--- config.mk ---
export PLATFORM = sky130hd
export DESIGN_NAME = provisioning_session_controller
export DESIGN_NICKNAME = d
export VERILOG_FILES = /design/src/rtl/core/psc_pkg.sv /design/src/rtl/core/provisioning_session_controller.sv
export SDC_FILE = /design/constraint.sdc
export NUM_CORES = 1
export LEC_CHECK = 0
export ABC_CLOCK_PERIOD_IN_PS = 9000
export BUFFER_PORTS_ARGS = -buffer_cell sky130_fd_sc_hd__buf_4
export CAP_MARGIN = 20
export CORE_MARGIN = 2
export CORE_UTILIZATION = 35
export DETAILED_ROUTE_END_ITERATION = 10
export GPL_TIMING_DRIVEN = 0
export PLACE_DENSITY = 0.51
export SYNTH_ARGS = -nofsm -noshare
export SYNTH_HDL_FRONTEND = slang
export SYNTH_SLANG_ARGS = --single-unit
--- constraint.sdc ---
create_clock -name clk -period 9 [get_ports clk]
set_input_delay 1.35 -clock clk [delete_from_list [all_inputs] [get_ports clk]]
set_output_delay 1.35 -clock clk [all_outputs]
set_load 0.02 [all_outputs]
--- src/rtl/core/psc_pkg.sv ---
// ----------------------------------------------------------------------------
// psc_pkg
// Types, codes and constants of the provisioning session controller.
// ----------------------------------------------------------------------------
`timescale 1ns / 1ps
`default_nettype none

package psc_pkg;

    localparam int TIME_BITS_DEF = 48;

    localparam int OUT_W      = 8;
    localparam int CFG_ADDR_W = 3;
    localparam int CFG_DATA_W = 20;

    localparam int WIN_W   = 20;
    localparam int DELAY_W = 13;
    localparam int GRACE_W = 15;
    localparam int FAIL_W  = 5;
    localparam int REJ_W   = 32;

    localparam logic [WIN_W-1:0]   WIN_RST   = 20'd60000;
    localparam logic [DELAY_W-1:0] DELAY_RST = 13'd1000;
    localparam logic [GRACE_W-1:0] GRACE_RST = 15'd5000;
    localparam logic [FAIL_W-1:0]  LIMIT_RST = 5'd5;

    localparam logic [FAIL_W-1:0] FAIL_SAT = 5'd31;
    localparam int RETRY_GAP  = 2000;
    localparam int SETTLE_GAP = 500;

    // Configuration register indexes.
    localparam logic [CFG_ADDR_W-1:0] CFG_WINDOW_LEN   = 3'd0;
    localparam logic [CFG_ADDR_W-1:0] CFG_COMMIT_DELAY = 3'd1;
    localparam logic [CFG_ADDR_W-1:0] CFG_GRACE_LEN    = 3'd2;
    localparam logic [CFG_ADDR_W-1:0] CFG_FAIL_LIMIT   = 3'd3;
    localparam logic [CFG_ADDR_W-1:0] CFG_CLAIM_NEEDED = 3'd4;

    typedef enum logic [2:0] {
        EV_OPEN   = 3'd0,
        EV_APPLY  = 3'd1,
        EV_AUTH   = 3'd2,
        EV_POLL   = 3'd3,
        EV_ONLINE = 3'd4,
        EV_CLAIM  = 3'd5,
        EV_CLOSE  = 3'd6,
        EV_FAIL   = 3'd7
    } kind_t;

    typedef enum logic [2:0] {
        ACT_NONE      = 3'd0,
        ACT_BEGIN     = 3'd1,
        ACT_SOFTAP    = 3'd2,
        ACT_TRANSPORT = 3'd3,
        ACT_SUBMIT    = 3'd4,
        ACT_CLAIM     = 3'd5,
        ACT_STOP      = 3'd6
    } action_t;

    typedef enum logic [7:0] {
        MODE_CLOSED     = 8'b0000_0001,
        MODE_OPENING    = 8'b0000_0010,
        MODE_STARTING   = 8'b0000_0100,
        MODE_SERVING    = 8'b0000_1000,
        MODE_VALIDATING = 8'b0001_0000,
        MODE_GRACE      = 8'b0010_0000,
        MODE_LOCKED     = 8'b0100_0000,
        MODE_ERROR      = 8'b1000_0000
    } mode_t;

    // Mode codes as they appear on the result word.
    localparam logic [2:0] MC_CLOSED     = 3'd0;
    localparam logic [2:0] MC_OPENING    = 3'd1;
    localparam logic [2:0] MC_STARTING   = 3'd2;
    localparam logic [2:0] MC_SERVING    = 3'd3;
    localparam logic [2:0] MC_VALIDATING = 3'd4;
    localparam logic [2:0] MC_GRACE      = 3'd5;
    localparam logic [2:0] MC_LOCKED     = 3'd6;
    localparam logic [2:0] MC_ERROR      = 3'd7;

    function automatic logic [2:0] mode_code(input mode_t m);
        logic [2:0] c;
        case (m)
            MODE_CLOSED:     c = MC_CLOSED;
            MODE_OPENING:    c = MC_OPENING;
            MODE_STARTING:   c = MC_STARTING;
            MODE_SERVING:    c = MC_SERVING;
            MODE_VALIDATING: c = MC_VALIDATING;
            MODE_GRACE:      c = MC_GRACE;
            MODE_LOCKED:     c = MC_LOCKED;
            MODE_ERROR:      c = MC_ERROR;
            default:         c = MC_CLOSED;
        endcase
        return c;
    endfunction

endpackage

`default_nettype wire

--- src/rtl/core/provisioning_session_controller.sv ---
// ----------------------------------------------------------------------------
// Provisioning session controller
// Timed onboarding session: one event word in, one action word out.
// ----------------------------------------------------------------------------
// Usage:
//   Events arrive on the s_ stream: s_tuser holds the event kind, s_tdata the
//   time stamp, status flags and rejection count. Every accepted event word
//   produces exactly one result word on the m_ stream: the action code and
//   the session mode after the event.
//   The configuration port writes one register per cycle with cfg_we high;
//   the user must see that registers are changed only while no event is in
//   flight; the block does not enforce this. An accepted word sits in the
//   input register while it is evaluated, and the result register then
//   loads the result unless the receiver stalls. Throughput is one event per
//   cycle while the receiver does not stall; the state update is a single
//   level of compares and adders, so back-to-back events chain without gaps.
//   When the receiver stalls, the result register holds and the input
//   register still takes one more word; only then does s_tready drop.
//   Reset empties both registers, closes the session, clears all deadlines
//   and counters, and loads the configuration defaults.
// ----------------------------------------------------------------------------
`timescale 1ns / 1ps
`default_nettype none

module provisioning_session_controller #(
    parameter int TIME_BITS = psc_pkg::TIME_BITS_DEF
) (
    input  wire logic                                    clk,
    input  wire logic                                    rst_n,
    input  wire logic                                    s_tvalid,
    output logic                                         s_tready,
    // now_time, onboarding_ready, access_point_up, link_online,
    // rejection_count, claim_ok, zero fill
    input  wire logic [((TIME_BITS + 36 + 7) / 8) * 8-1:0] s_tdata,
    // kind
    input  wire logic [2:0]                              s_tuser,
    output logic                                         m_tvalid,
    input  wire logic                                    m_tready,
    // action, mode_now, zero fill
    output logic [psc_pkg::OUT_W-1:0]                    m_tdata,
    input  wire logic                                    cfg_we,
    input  wire logic [psc_pkg::CFG_ADDR_W-1:0]          cfg_addr,
    input  wire logic [psc_pkg::CFG_DATA_W-1:0]          cfg_wdata
);

    localparam int TW     = TIME_BITS + 1;
    localparam int RDY_B  = TIME_BITS;
    localparam int AP_B   = TIME_BITS + 1;
    localparam int ONL_B  = TIME_BITS + 2;
    localparam int REJ_LO = TIME_BITS + 3;
    localparam int OK_B   = TIME_BITS + 3 + psc_pkg::REJ_W;

    // Configuration registers.
    logic [psc_pkg::WIN_W-1:0]   win_len_reg;
    logic [psc_pkg::DELAY_W-1:0] commit_delay_reg;
    logic [psc_pkg::GRACE_W-1:0] grace_len_reg;
    logic [psc_pkg::FAIL_W-1:0]  fail_limit_reg;
    logic                        claim_needed_reg;

    // Input register.
    logic                        in_vld_reg;
    logic [2:0]                  kind_reg;
    logic [TIME_BITS-1:0]        now_reg;
    logic                        ready_reg;
    logic                        ap_reg;
    logic                        online_reg;
    logic [psc_pkg::REJ_W-1:0]   rej_reg;
    logic                        ok_reg;

    // Session state.
    psc_pkg::mode_t              mode_reg, mode_next;
    logic [TW-1:0]               deadline_reg, deadline_next;
    logic [TW-1:0]               commit_reg, commit_next;
    logic [TW-1:0]               success_reg, success_next;
    logic [TW-1:0]               retry_reg, retry_next;
    logic [psc_pkg::FAIL_W-1:0]  fail_cnt_reg, fail_cnt_next;
    logic [psc_pkg::REJ_W-1:0]   snap_reg, snap_next;
    logic                        submitted_reg, submitted_next;
    logic                        claim_done_reg, claim_done_next;

    // Result register.
    logic                        out_vld_reg;
    psc_pkg::action_t            act_reg, act_next;
    logic [2:0]                  mode_code_reg;

    logic                        advance;
    logic                        in_fire;
    logic                        step;
    logic [TW-1:0]               t_ext;
    logic [TW-1:0]               sum_window;
    logic [TW-1:0]               sum_commit;
    logic [TW-1:0]               sum_grace;
    logic [TW-1:0]               sum_retry;
    logic [TW-1:0]               sum_settle;
    logic [psc_pkg::FAIL_W-1:0]  fail_inc;
    logic                        idle;
    logic                        end_sess;
    logic                        hold;
    psc_pkg::mode_t              end_mode;

    assign advance  = !out_vld_reg || m_tready;
    assign s_tready = !in_vld_reg || advance;
    assign in_fire  = s_tvalid && s_tready;
    assign step     = in_vld_reg && advance;

    assign m_tvalid = out_vld_reg;
    assign m_tdata  = {2'b00, mode_code_reg, act_reg};

    assign t_ext      = {1'b0, now_reg};
    assign sum_window = t_ext + TW'(win_len_reg);
    assign sum_commit = t_ext + TW'(commit_delay_reg);
    assign sum_grace  = t_ext + TW'(grace_len_reg);
    assign sum_retry  = t_ext + TW'(psc_pkg::RETRY_GAP);
    assign sum_settle = t_ext + TW'(psc_pkg::SETTLE_GAP);
    assign fail_inc   = (fail_cnt_reg == psc_pkg::FAIL_SAT) ? fail_cnt_reg
                                                            : fail_cnt_reg + 5'd1;
    assign idle = (mode_reg == psc_pkg::MODE_CLOSED) || (mode_reg == psc_pkg::MODE_LOCKED)
               || (mode_reg == psc_pkg::MODE_ERROR);

    always_comb
    begin
        mode_next       = mode_reg;
        deadline_next   = deadline_reg;
        commit_next     = commit_reg;
        success_next    = success_reg;
        retry_next      = retry_reg;
        fail_cnt_next   = fail_cnt_reg;
        snap_next       = snap_reg;
        submitted_next  = submitted_reg;
        claim_done_next = claim_done_reg;
        act_next        = psc_pkg::ACT_NONE;
        end_sess        = 1'b0;
        end_mode        = psc_pkg::MODE_CLOSED;
        hold            = 1'b0;

        case (psc_pkg::kind_t'(kind_reg))
            psc_pkg::EV_OPEN:
            begin
                if (idle)
                begin
                    mode_next       = psc_pkg::MODE_OPENING;
                    deadline_next   = sum_window;
                    fail_cnt_next   = '0;
                    submitted_next  = 1'b0;
                    claim_done_next = 1'b0;
                    retry_next      = '0;
                    act_next        = psc_pkg::ACT_BEGIN;
                end
            end
            psc_pkg::EV_APPLY:
            begin
                if (mode_reg == psc_pkg::MODE_SERVING)
                begin
                    mode_next      = psc_pkg::MODE_VALIDATING;
                    snap_next      = rej_reg;
                    commit_next    = sum_commit;
                    submitted_next = 1'b0;
                end
            end
            psc_pkg::EV_AUTH:
            begin
                if (!idle)
                begin
                    fail_cnt_next = fail_inc;
                    if (fail_inc >= fail_limit_reg)
                    begin
                        end_sess = 1'b1;
                        end_mode = psc_pkg::MODE_LOCKED;
                    end
                end
            end
            psc_pkg::EV_POLL:
            begin
                if (!idle)
                begin
                    if (t_ext >= deadline_reg)
                    begin
                        end_sess = 1'b1;
                    end
                    else if (mode_reg == psc_pkg::MODE_OPENING && ready_reg)
                    begin
                        mode_next = psc_pkg::MODE_STARTING;
                        act_next  = psc_pkg::ACT_SOFTAP;
                    end
                    else if (mode_reg == psc_pkg::MODE_STARTING && ap_reg)
                    begin
                        mode_next = psc_pkg::MODE_SERVING;
                        act_next  = psc_pkg::ACT_TRANSPORT;
                    end
                    else if (mode_reg == psc_pkg::MODE_VALIDATING)
                    begin
                        if (!submitted_reg && t_ext >= commit_reg)
                        begin
                            submitted_next = 1'b1;
                            act_next       = psc_pkg::ACT_SUBMIT;
                        end
                        else if (rej_reg > snap_reg)
                        begin
                            mode_next      = psc_pkg::MODE_SERVING;
                            commit_next    = '0;
                            submitted_next = 1'b0;
                        end
                        else if (online_reg)
                        begin
                            mode_next = psc_pkg::MODE_GRACE;
                            if (claim_needed_reg)
                            begin
                                retry_next = sum_retry;
                                act_next   = psc_pkg::ACT_CLAIM;
                            end
                            else
                            begin
                                success_next = sum_grace;
                                // Grace of zero closes on the same poll.
                                hold = (grace_len_reg == '0);
                            end
                        end
                        end_sess = hold;
                    end
                    else if (mode_reg == psc_pkg::MODE_GRACE)
                    begin
                        if (claim_needed_reg && !claim_done_reg)
                        begin
                            if (t_ext >= retry_reg)
                            begin
                                retry_next = sum_retry;
                                act_next   = psc_pkg::ACT_CLAIM;
                            end
                        end
                        else if (t_ext >= success_reg)
                        begin
                            end_sess = 1'b1;
                        end
                    end
                end
            end
            psc_pkg::EV_ONLINE:
            begin
                if (mode_reg == psc_pkg::MODE_GRACE && (!claim_needed_reg || claim_done_reg))
                begin
                    success_next = sum_settle;
                end
            end
            psc_pkg::EV_CLAIM:
            begin
                if (mode_reg == psc_pkg::MODE_GRACE && claim_needed_reg && !claim_done_reg)
                begin
                    if (ok_reg)
                    begin
                        claim_done_next = 1'b1;
                        retry_next      = '0;
                        success_next    = sum_settle;
                    end
                    else
                    begin
                        retry_next = sum_retry;
                    end
                end
            end
            psc_pkg::EV_CLOSE:
            begin
                if (mode_reg != psc_pkg::MODE_CLOSED)
                begin
                    end_sess = 1'b1;
                end
            end
            psc_pkg::EV_FAIL:
            begin
                end_sess = 1'b1;
                end_mode = psc_pkg::MODE_ERROR;
            end
            default:
            begin
                act_next = psc_pkg::ACT_NONE;
            end
        endcase

        if (end_sess)
        begin
            mode_next       = end_mode;
            deadline_next   = '0;
            commit_next     = '0;
            success_next    = '0;
            retry_next      = '0;
            submitted_next  = 1'b0;
            claim_done_next = 1'b0;
            act_next        = psc_pkg::ACT_STOP;
        end
    end

    // Configuration registers.
    always_ff @(posedge clk or negedge rst_n)
    begin
        if (!rst_n)
        begin
            win_len_reg      <= psc_pkg::WIN_RST;
            commit_delay_reg <= psc_pkg::DELAY_RST;
            grace_len_reg    <= psc_pkg::GRACE_RST;
            fail_limit_reg   <= psc_pkg::LIMIT_RST;
            claim_needed_reg <= 1'b0;
        end
        else if (cfg_we)
        begin
            case (cfg_addr)
                psc_pkg::CFG_WINDOW_LEN:   win_len_reg      <= cfg_wdata[psc_pkg::WIN_W-1:0];
                psc_pkg::CFG_COMMIT_DELAY: commit_delay_reg <= cfg_wdata[psc_pkg::DELAY_W-1:0];
                psc_pkg::CFG_GRACE_LEN:    grace_len_reg    <= cfg_wdata[psc_pkg::GRACE_W-1:0];
                psc_pkg::CFG_FAIL_LIMIT:   fail_limit_reg   <= cfg_wdata[psc_pkg::FAIL_W-1:0];
                psc_pkg::CFG_CLAIM_NEEDED: claim_needed_reg <= cfg_wdata[0];
                default:                   claim_needed_reg <= claim_needed_reg;
            endcase
        end
    end

    // Handshake and session state.
    always_ff @(posedge clk or negedge rst_n)
    begin
        if (!rst_n)
        begin
            in_vld_reg     <= 1'b0;
            out_vld_reg    <= 1'b0;
            mode_reg       <= psc_pkg::MODE_CLOSED;
            deadline_reg   <= '0;
            commit_reg     <= '0;
            success_reg    <= '0;
            retry_reg      <= '0;
            fail_cnt_reg   <= '0;
            snap_reg       <= '0;
            submitted_reg  <= 1'b0;
            claim_done_reg <= 1'b0;
        end
        else
        begin
            if (in_fire)
            begin
                in_vld_reg <= 1'b1;
            end
            else if (step)
            begin
                in_vld_reg <= 1'b0;
            end

            if (step)
            begin
                out_vld_reg    <= 1'b1;
                mode_reg       <= mode_next;
                deadline_reg   <= deadline_next;
                commit_reg     <= commit_next;
                success_reg    <= success_next;
                retry_reg      <= retry_next;
                fail_cnt_reg   <= fail_cnt_next;
                snap_reg       <= snap_next;
                submitted_reg  <= submitted_next;
                claim_done_reg <= claim_done_next;
            end
            else if (m_tready)
            begin
                out_vld_reg <= 1'b0;
            end
        end
    end

    // Payload registers.
    always_ff @(posedge clk)
    begin
        if (in_fire)
        begin
            kind_reg   <= s_tuser;
            now_reg    <= s_tdata[TIME_BITS-1:0];
            ready_reg  <= s_tdata[RDY_B];
            ap_reg     <= s_tdata[AP_B];
            online_reg <= s_tdata[ONL_B];
            rej_reg    <= s_tdata[REJ_LO +: psc_pkg::REJ_W];
            ok_reg     <= s_tdata[OK_B];
        end
        if (step)
        begin
            act_reg       <= act_next;
            mode_code_reg <= psc_pkg::mode_code(mode_next);
        end
    end

endmodule

`default_nettype wire

==> impl_metrics.ini, run 1 <==
[outcome]
status = finished, violations left
violations = DRC

[timing]
worstMarginPinSlew_ns = 1.076
finalSetupTns_ns = 0
fin_skew_ns = 0.02314
fmax_mhz = 180.6
finalHoldViolations = 0
fin_crit_ns = 5.537
rsz0062_at_grt = no
fin_ws_ns = 3.463
setup_viol = 0
worst_slew_margin_rel_pct = 27.85
post-route-period-util_pct = 61.53
report.final.slew_viol_count = 0

[worst_setup_path]
crit_path_start_kind = flip-flop
path_max_fanout = 10
path_delay_family = compound AO/OA/AOI/OAI gates
cpMostUsedCell = clkbuf_1
cp_slowest_stage_delay_ns = 0.93
critical_path_class = flip-flop to flip-flop
cp.buffers_inverters = 2
arrival_ns = 6.00
cpMaxStageDelayCell = o41ai_1
cp.required_ns = 9.46
cp-end-kind = flip-flop
cp_cell_sequence = ha_1 -> fa_1 -> a21oi_1 -> o21bai_1 -> a2111oi_0 -> o311a_1 -> a211oi_1 -> o41ai_1 -> or3_1 -> clkbuf_1 -> clkbuf_1 -> nor2_1 -> xnor2_1 -> o2bb2ai_1

[clock_network]
post_cts_buffers = 0
cts_buffer_depth = 3
root_buffer = clkbuf_16
cts_resized = 0
cts.sinks = 392
hold_buffers = 0
cts_made_buffers = 50
tritoncts = yes
clock_latency_ns = 0.61
clk_pin_slew_ns = 0.05
cts.htree.levels = 2

[synth]
synth-seq-cells = 392
asyncSetResetFlopFracSynth_pct = 76.28
avgSynthCellArea_um2 = 9.839
synth_warnings = 0
syn_inst = 2630
ys_seq_area_share_pct = 39.81
synth_flop_cell = dfrtp_1
netlist_area_um2 = 25880
synth_edf_count = 93
ys_types = 92

[cells_and_area]
stdcell_count = 3809
synthToLayoutAreaGrowth_pct = 15.01
nFillCells = 7218
final_util_pct = 40.72
drive_above_1_share_pct = 12.32
layout_commonest_cell = ha_1
regArea_um2 = 10300
nets = 3213
layout_common_cells = ha_1 (281), dfrtp_1 (278), inv_1 (263), nand2_1 (192), buf_4 (128)
multiInputGateArea_um2 = 14090
n_antenna_cell = 0

[floorplanning]
start_util_pct = 35.41
ios = 129
num_rows = 99
die_width_um = 275.9
core_area_um2 = 73080
die_area_um2 = 76130
die_y_um = 275.9

[placement]
dp.cells = 3717
pre_cts_ws_ns = 3.598
gp_congestion = 0.9247
dpl.hpwl_um = 61640
port_buffers = 122

[global_routing]
overflow = 0
grt_pass1_vias = 20700
grt_pass1_wl_um = 126000
grt_max_degree = 109
antenna_found_initial = 0
grt_use_total_pct = 21.70

[drt]
drt_wl_total_um = 81790
vias = 20510
antenna_left = 0
drt-pass1-iter-count = 8
wl_per_cell_um = 21.47
post-route-drc-count = 4
vias_per_cell = 5.384
first_iter_violations = 1466

[worst_hold_path]
hold_path.class = flip-flop to flip-flop

[power]
irDropWorstVdd_v = 0.0001359
p_leak_nw = 12.55
powerDensity_nw_per_um2 = 256.3

[job]
max_cap_violations = 0
cells by family after synthesis:
group | count (synthesis) | synth area share [%]
XOR/XNOR | 190 | 6.431
AND/OR/NAND/NOR | 694 | 13.34
buffers and inverters | 382 | 5.773
multiplexers | 153 | 6.373
flip-flops | 392 | 39.81
other | 1 | 0.01449
AO/OA/AOI/OAI | 534 | 14.44
adder cells (fa/ha/maj) | 284 | 13.82
worst paths after layout:
| path | from | endpoint | slack, ns | depth (start not counted) |
|---|---|---|---|---|
| hold / removal | deadline_reg[5] | deadline_reg[5] | 0.48 | 2 |
| max in group asynchronous | rst_n | retry_reg[31] | 7.15 | 2 |
| setup reg to reg | now_reg[0] | success_reg[44] | 3.46 | 14 |
| setup / recovery | now_reg[0] | success_reg[44] | 3.46 | 14 |
| min in group asynchronous | rst_n | snap_reg[7] | 0.73 | 1 |
| hold reg to reg | deadline_reg[5] | deadline_reg[5] | 0.48 | 2 |
layout make-up:
class,instances,area share [%]
multi-input combinational,1857,47.34
sequential,392,34.61
clock buffer,77,4.814
tap,959,4.032
timing repair buffer,127,3.439
inverter,263,3.317
buffer,119,1.703
clock inverter,15,0.7441
cells in the mapped netlist (20+ instances only):
cell | number | area share, %
a21o_1 | 51 | 1.5
o21ai_0 | 74 | 1.4
dfstp_2 | 21 | 2.1
mux2i_1 | 59 | 2.3
edfxtp_1 | 93 | 11
clkbuf_1 | 87 | 1.3
nor3_1 | 59 | 1.1
dfrtp_1 | 278 | 27
xor2_1 | 68 | 2.3
mux2_1 | 20 | 0.87
nor4_1 | 21 | 0.51
inv_1 | 263 | 3.8
xnor2_1 | 122 | 4.1
ha_1 | 281 | 14
nor2_1 | 124 | 1.8
o2bb2ai_1 | 84 | 2.8
o31ai_1 | 40 | 1.2
nand3_1 | 108 | 2.1
nand4_1 | 61 | 1.5
a21oi_1 | 124 | 2.4
nand2_1 | 192 | 2.8
mux2_2 | 74 | 3.2
routing by layer:
layer,part of all wire [%],routed length [µm],up-vias,track usage [%]
met3,4.9,3983,129,2.939
met2,47,38210,503,35.40
met4,2.4,1992,0,5.758
met5,0,0,-,0
met1,46,37610,10090,30.21
li1,-,-,9788,-
worst register-to-register path, stage by stage (launching register included):
cell       delay, ns
edfxtp_1        0.54
ha_1            0.28
fa_1            0.41
a21oi_1         0.16
o21bai_1        0.14
a2111oi_0       0.62
o311a_1         0.33
a211oi_1        0.13
o41ai_1         0.93
or3_1           0.21
clkbuf_1        0.42
clkbuf_1        0.74
nor2_1          0.13
xnor2_1         0.25
o2bb2ai_1       0.09
stage by stage:
step / cell area [µm²] / total power, W / hold slack (ns)
after floorplan: 25880 / 0.004707 / 0.4485
after global placement: 28000 / 0.005476 / 0.4629
final: 29760 / 0.007627 / 0.4765
after global routing: 29760 / 0.008209 / 0.4936
after CTS: 29760 / 0.007688 / 0.4806
after detailed placement: 28110 / 0.005571 / 0.4669
power breakdown:
group	internal [W]	switching, W	total, W	leakage (nW)
clock	0.00124	0.000827	0.00206	0.808
combinational	0.00122	0.00165	0.00287	7.06
sequential	0.00238	0.000316	0.00269	4.69
Power figures use the tool's default switching activity.
==> run 2, diff against run 1 <==
--- a/config.mk
+++ b/config.mk
@@ -5,7 +5,7 @@
 export SDC_FILE = /design/constraint.sdc
 export NUM_CORES = 1
 export LEC_CHECK = 0
-export ABC_CLOCK_PERIOD_IN_PS = 9000
+export ABC_CLOCK_PERIOD_IN_PS = 5240
 export BUFFER_PORTS_ARGS = -buffer_cell sky130_fd_sc_hd__buf_4
 export CAP_MARGIN = 20
 export CORE_MARGIN = 2
==> constraint.sdc (replaced) <==
create_clock -name clk -period 5.24 [get_ports clk]
set_input_delay 0.786 -clock clk [delete_from_list [all_inputs] [get_ports clk]]
set_output_delay 0.786 -clock clk [all_outputs]
set_load 0.02 [all_outputs]
==> run 2 against run 1 <==
Register-to-register slack worse by 3.2 ns. Via count about the same. Routed wire length is 0.21% higher. Die area did not move. Global-route usage about the same. Highest routed layer unchanged. Core utilization increased by 0.10 points. Largest cell class unchanged. Critical path depth is 2 lower. Combinational power grew 72%. The flow still finishes with violations (DRC). Maximum frequency rose by 11%. Clock-buffer cell count unchanged.
==> impl_metrics.ini, run 2 (same netlist as run 1, synthesis figures left out) <==
[power]
p_leak_nw = 12.59
irDropWorstVdd_v = 0.0002330
powerDensity_nw_per_um2 = 439.5

[timing]
finalSetupTns_ns = 0
finalHoldViolations = 0
fmax_mhz = 201.0
post-route-period-util_pct = 94.94
report.final.slew_viol_count = 0
fin_crit_ns = 4.975
rsz0062_at_grt = no
worst_slew_margin_rel_pct = 31.05
setup_viol = 0
fin_skew_ns = 0.02630
worstMarginPinSlew_ns = 1.031

[drt]
drt-pass1-iter-count = 9
first_iter_violations = 1394
drt_wl_total_um = 81960
wl_per_cell_um = 21.50
antenna_left = 0
post-route-drc-count = 4
vias_per_cell = 5.379
vias = 20510

[worst_setup_path]
r2r_start = now_reg[1]
cp_cell_sequence = ha_1 -> a21o_1 -> a21o_1 -> a2111oi_0 -> or4b_2 -> a311oi_1 -> o21ai_0 -> a211o_1 -> buf_1 -> nor3_1 -> xnor2_1 -> o2bb2ai_1
crit_path_start_kind = flip-flop
startpoint = now_reg[1]
cp.required_ns = 5.73
path_max_fanout = 12
arrival_ns = 5.46
cp-end-kind = flip-flop
crit_path_end = commit_reg[47]
worstRegToRegCells = 12
cp_slowest_stage_delay_ns = 0.77
cpMaxStageDelayCell = edfxtp_1
reg2reg_to = commit_reg[47]
critical_path_class = flip-flop to flip-flop
cpMostUsedCell = a21o_1
r2r_slack_ns = 0.27

[cells_and_area]
layout_commonest_cell = ha_1
design_area_um2 = 29830
drive_above_1_share_pct = 12.62
n_antenna_cell = 0
layout_common_cells = ha_1 (281), dfrtp_1 (278), inv_1 (263), nand2_1 (192), buf_4 (131)
synthToLayoutAreaGrowth_pct = 15.29
nets = 3216
nFillCells = 7218

[job]
max_cap_violations = 0

[clock_network]
cts.htree.levels = 2
cts.sinks = 392
cts_buffer_depth = 3
clock_latency_ns = 0.62
clk_pin_slew_ns = 0.06
tritoncts = yes
cts_made_buffers = 50
root_buffer = clkbuf_16

[worst_hold_path]
hold_path.class = primary input to asynchronous set/reset pin

[floorplanning]
num_rows = 99
ios = 129
core_area_um2 = 73080
die_width_um = 275.9
start_util_pct = 35.41
die_y_um = 275.9
die_area_um2 = 76130

[global_routing]
overflow = 0
grt_pass1_vias = 20700
grt_pass1_wl_um = 126000
grt_max_degree = 109
antenna_found_initial = 0
grt_use_total_pct = 21.70

[outcome]
status = finished, violations left
violations = DRC

[placement]
gp_congestion = 0.9247
dpl.hpwl_um = 61640
port_buffers = 122
placed_area_um2 = 28110
run 2: cell types whose count changed in the layout (fill, tap and decap cells not counted), sizes merged:
| cell | previous run | this run |
|---|---|---|
| buf | 158 | 160 |
| clkbuf | 164 | 165 |
run 2: power breakdown:
part           leakage, nW  switching [W]  internal [W]
Combinational         7.10        0.00284       0.00211
Sequential            4.69       0.000542       0.00408
Clock                0.808        0.00142       0.00212
Total                 12.6        0.00480       0.00831
run 2: what timing repair did:
item | in CTS | in global routing
resized for setup | 3 | 8
endpoints found under the setup margin | 35 | 88
hold buffers | 0 | 0
setup buffers | 0 | 3
run 2: area by class of cell:
class / count / area (µm²) / area share (%)
clock inverter: 15 / 221.5 / 0.7423
multi-input combinational: 1857 / 14130 / 47.38
sequential: 392 / 10300 / 34.53
timing repair buffer: 130 / 1046 / 3.506
clock buffer: 77 / 1433 / 4.802
buffer: 119 / 511.7 / 1.715
tap: 959 / 1200 / 4.022
inverter: 263 / 987.2 / 3.309
run 2: worst min path at each step:
stage                     cells past startpoint  slack (ns)              from                to
after global placement                        2        0.46  deadline_reg[22]  deadline_reg[22]
after global routing                          1        0.21             rst_n       snap_reg[6]
after floorplan                               2        0.45  deadline_reg[10]  deadline_reg[10]
after CTS                                     1        0.19             rst_n       snap_reg[7]
after detailed placement                      2        0.47  deadline_reg[30]  deadline_reg[30]
final                                         1        0.16             rst_n       snap_reg[7]
run 2: critical path, delay by kind of cell, from the launching register on:
kind	cells	cell delay, ns
AO/OA/AOI/OAI	7	2.27
adder cells (fa/ha/maj)	1	0.35
buffers and inverters	1	0.72
AND/OR/NAND/NOR	2	0.45
flip-flops	1	0.77
XOR/XNOR	1	0.26
run 2: routing by layer:
metal / up-vias / wire, µm / GRT usage [%] / share of wire (%)
met5: - / 0 / 0 / 0
met4: 0 / 2084 / 5.829 / 2.5
met3: 137 / 4312 / 2.939 / 5.3
met2: 519 / 38330 / 35.38 / 47
met1: 10060 / 37240 / 30.21 / 45
li1: 9791 / - / - / -
run 2: through the flow:
step / setup slack, ns / util (%) / hold slack [ns] / total power (W) / cells
final: 0.2654 / 40.82 / 0.1637 / 0.01311 / 3812
after global routing: 0.0006297 / 40.82 / 0.2126 / 0.01412 / 3812
after CTS: 0.06226 / 40.74 / 0.1887 / 0.01321 / 3809
after detailed placement: -0.1625 / 38.46 / 0.4669 / 0.009569 / 3717
after global placement: -0.1764 / 38.31 / 0.4629 / 0.009405 / 3712
after floorplan: 1.519 / - / 0.4485 / 0.008084 / 2631
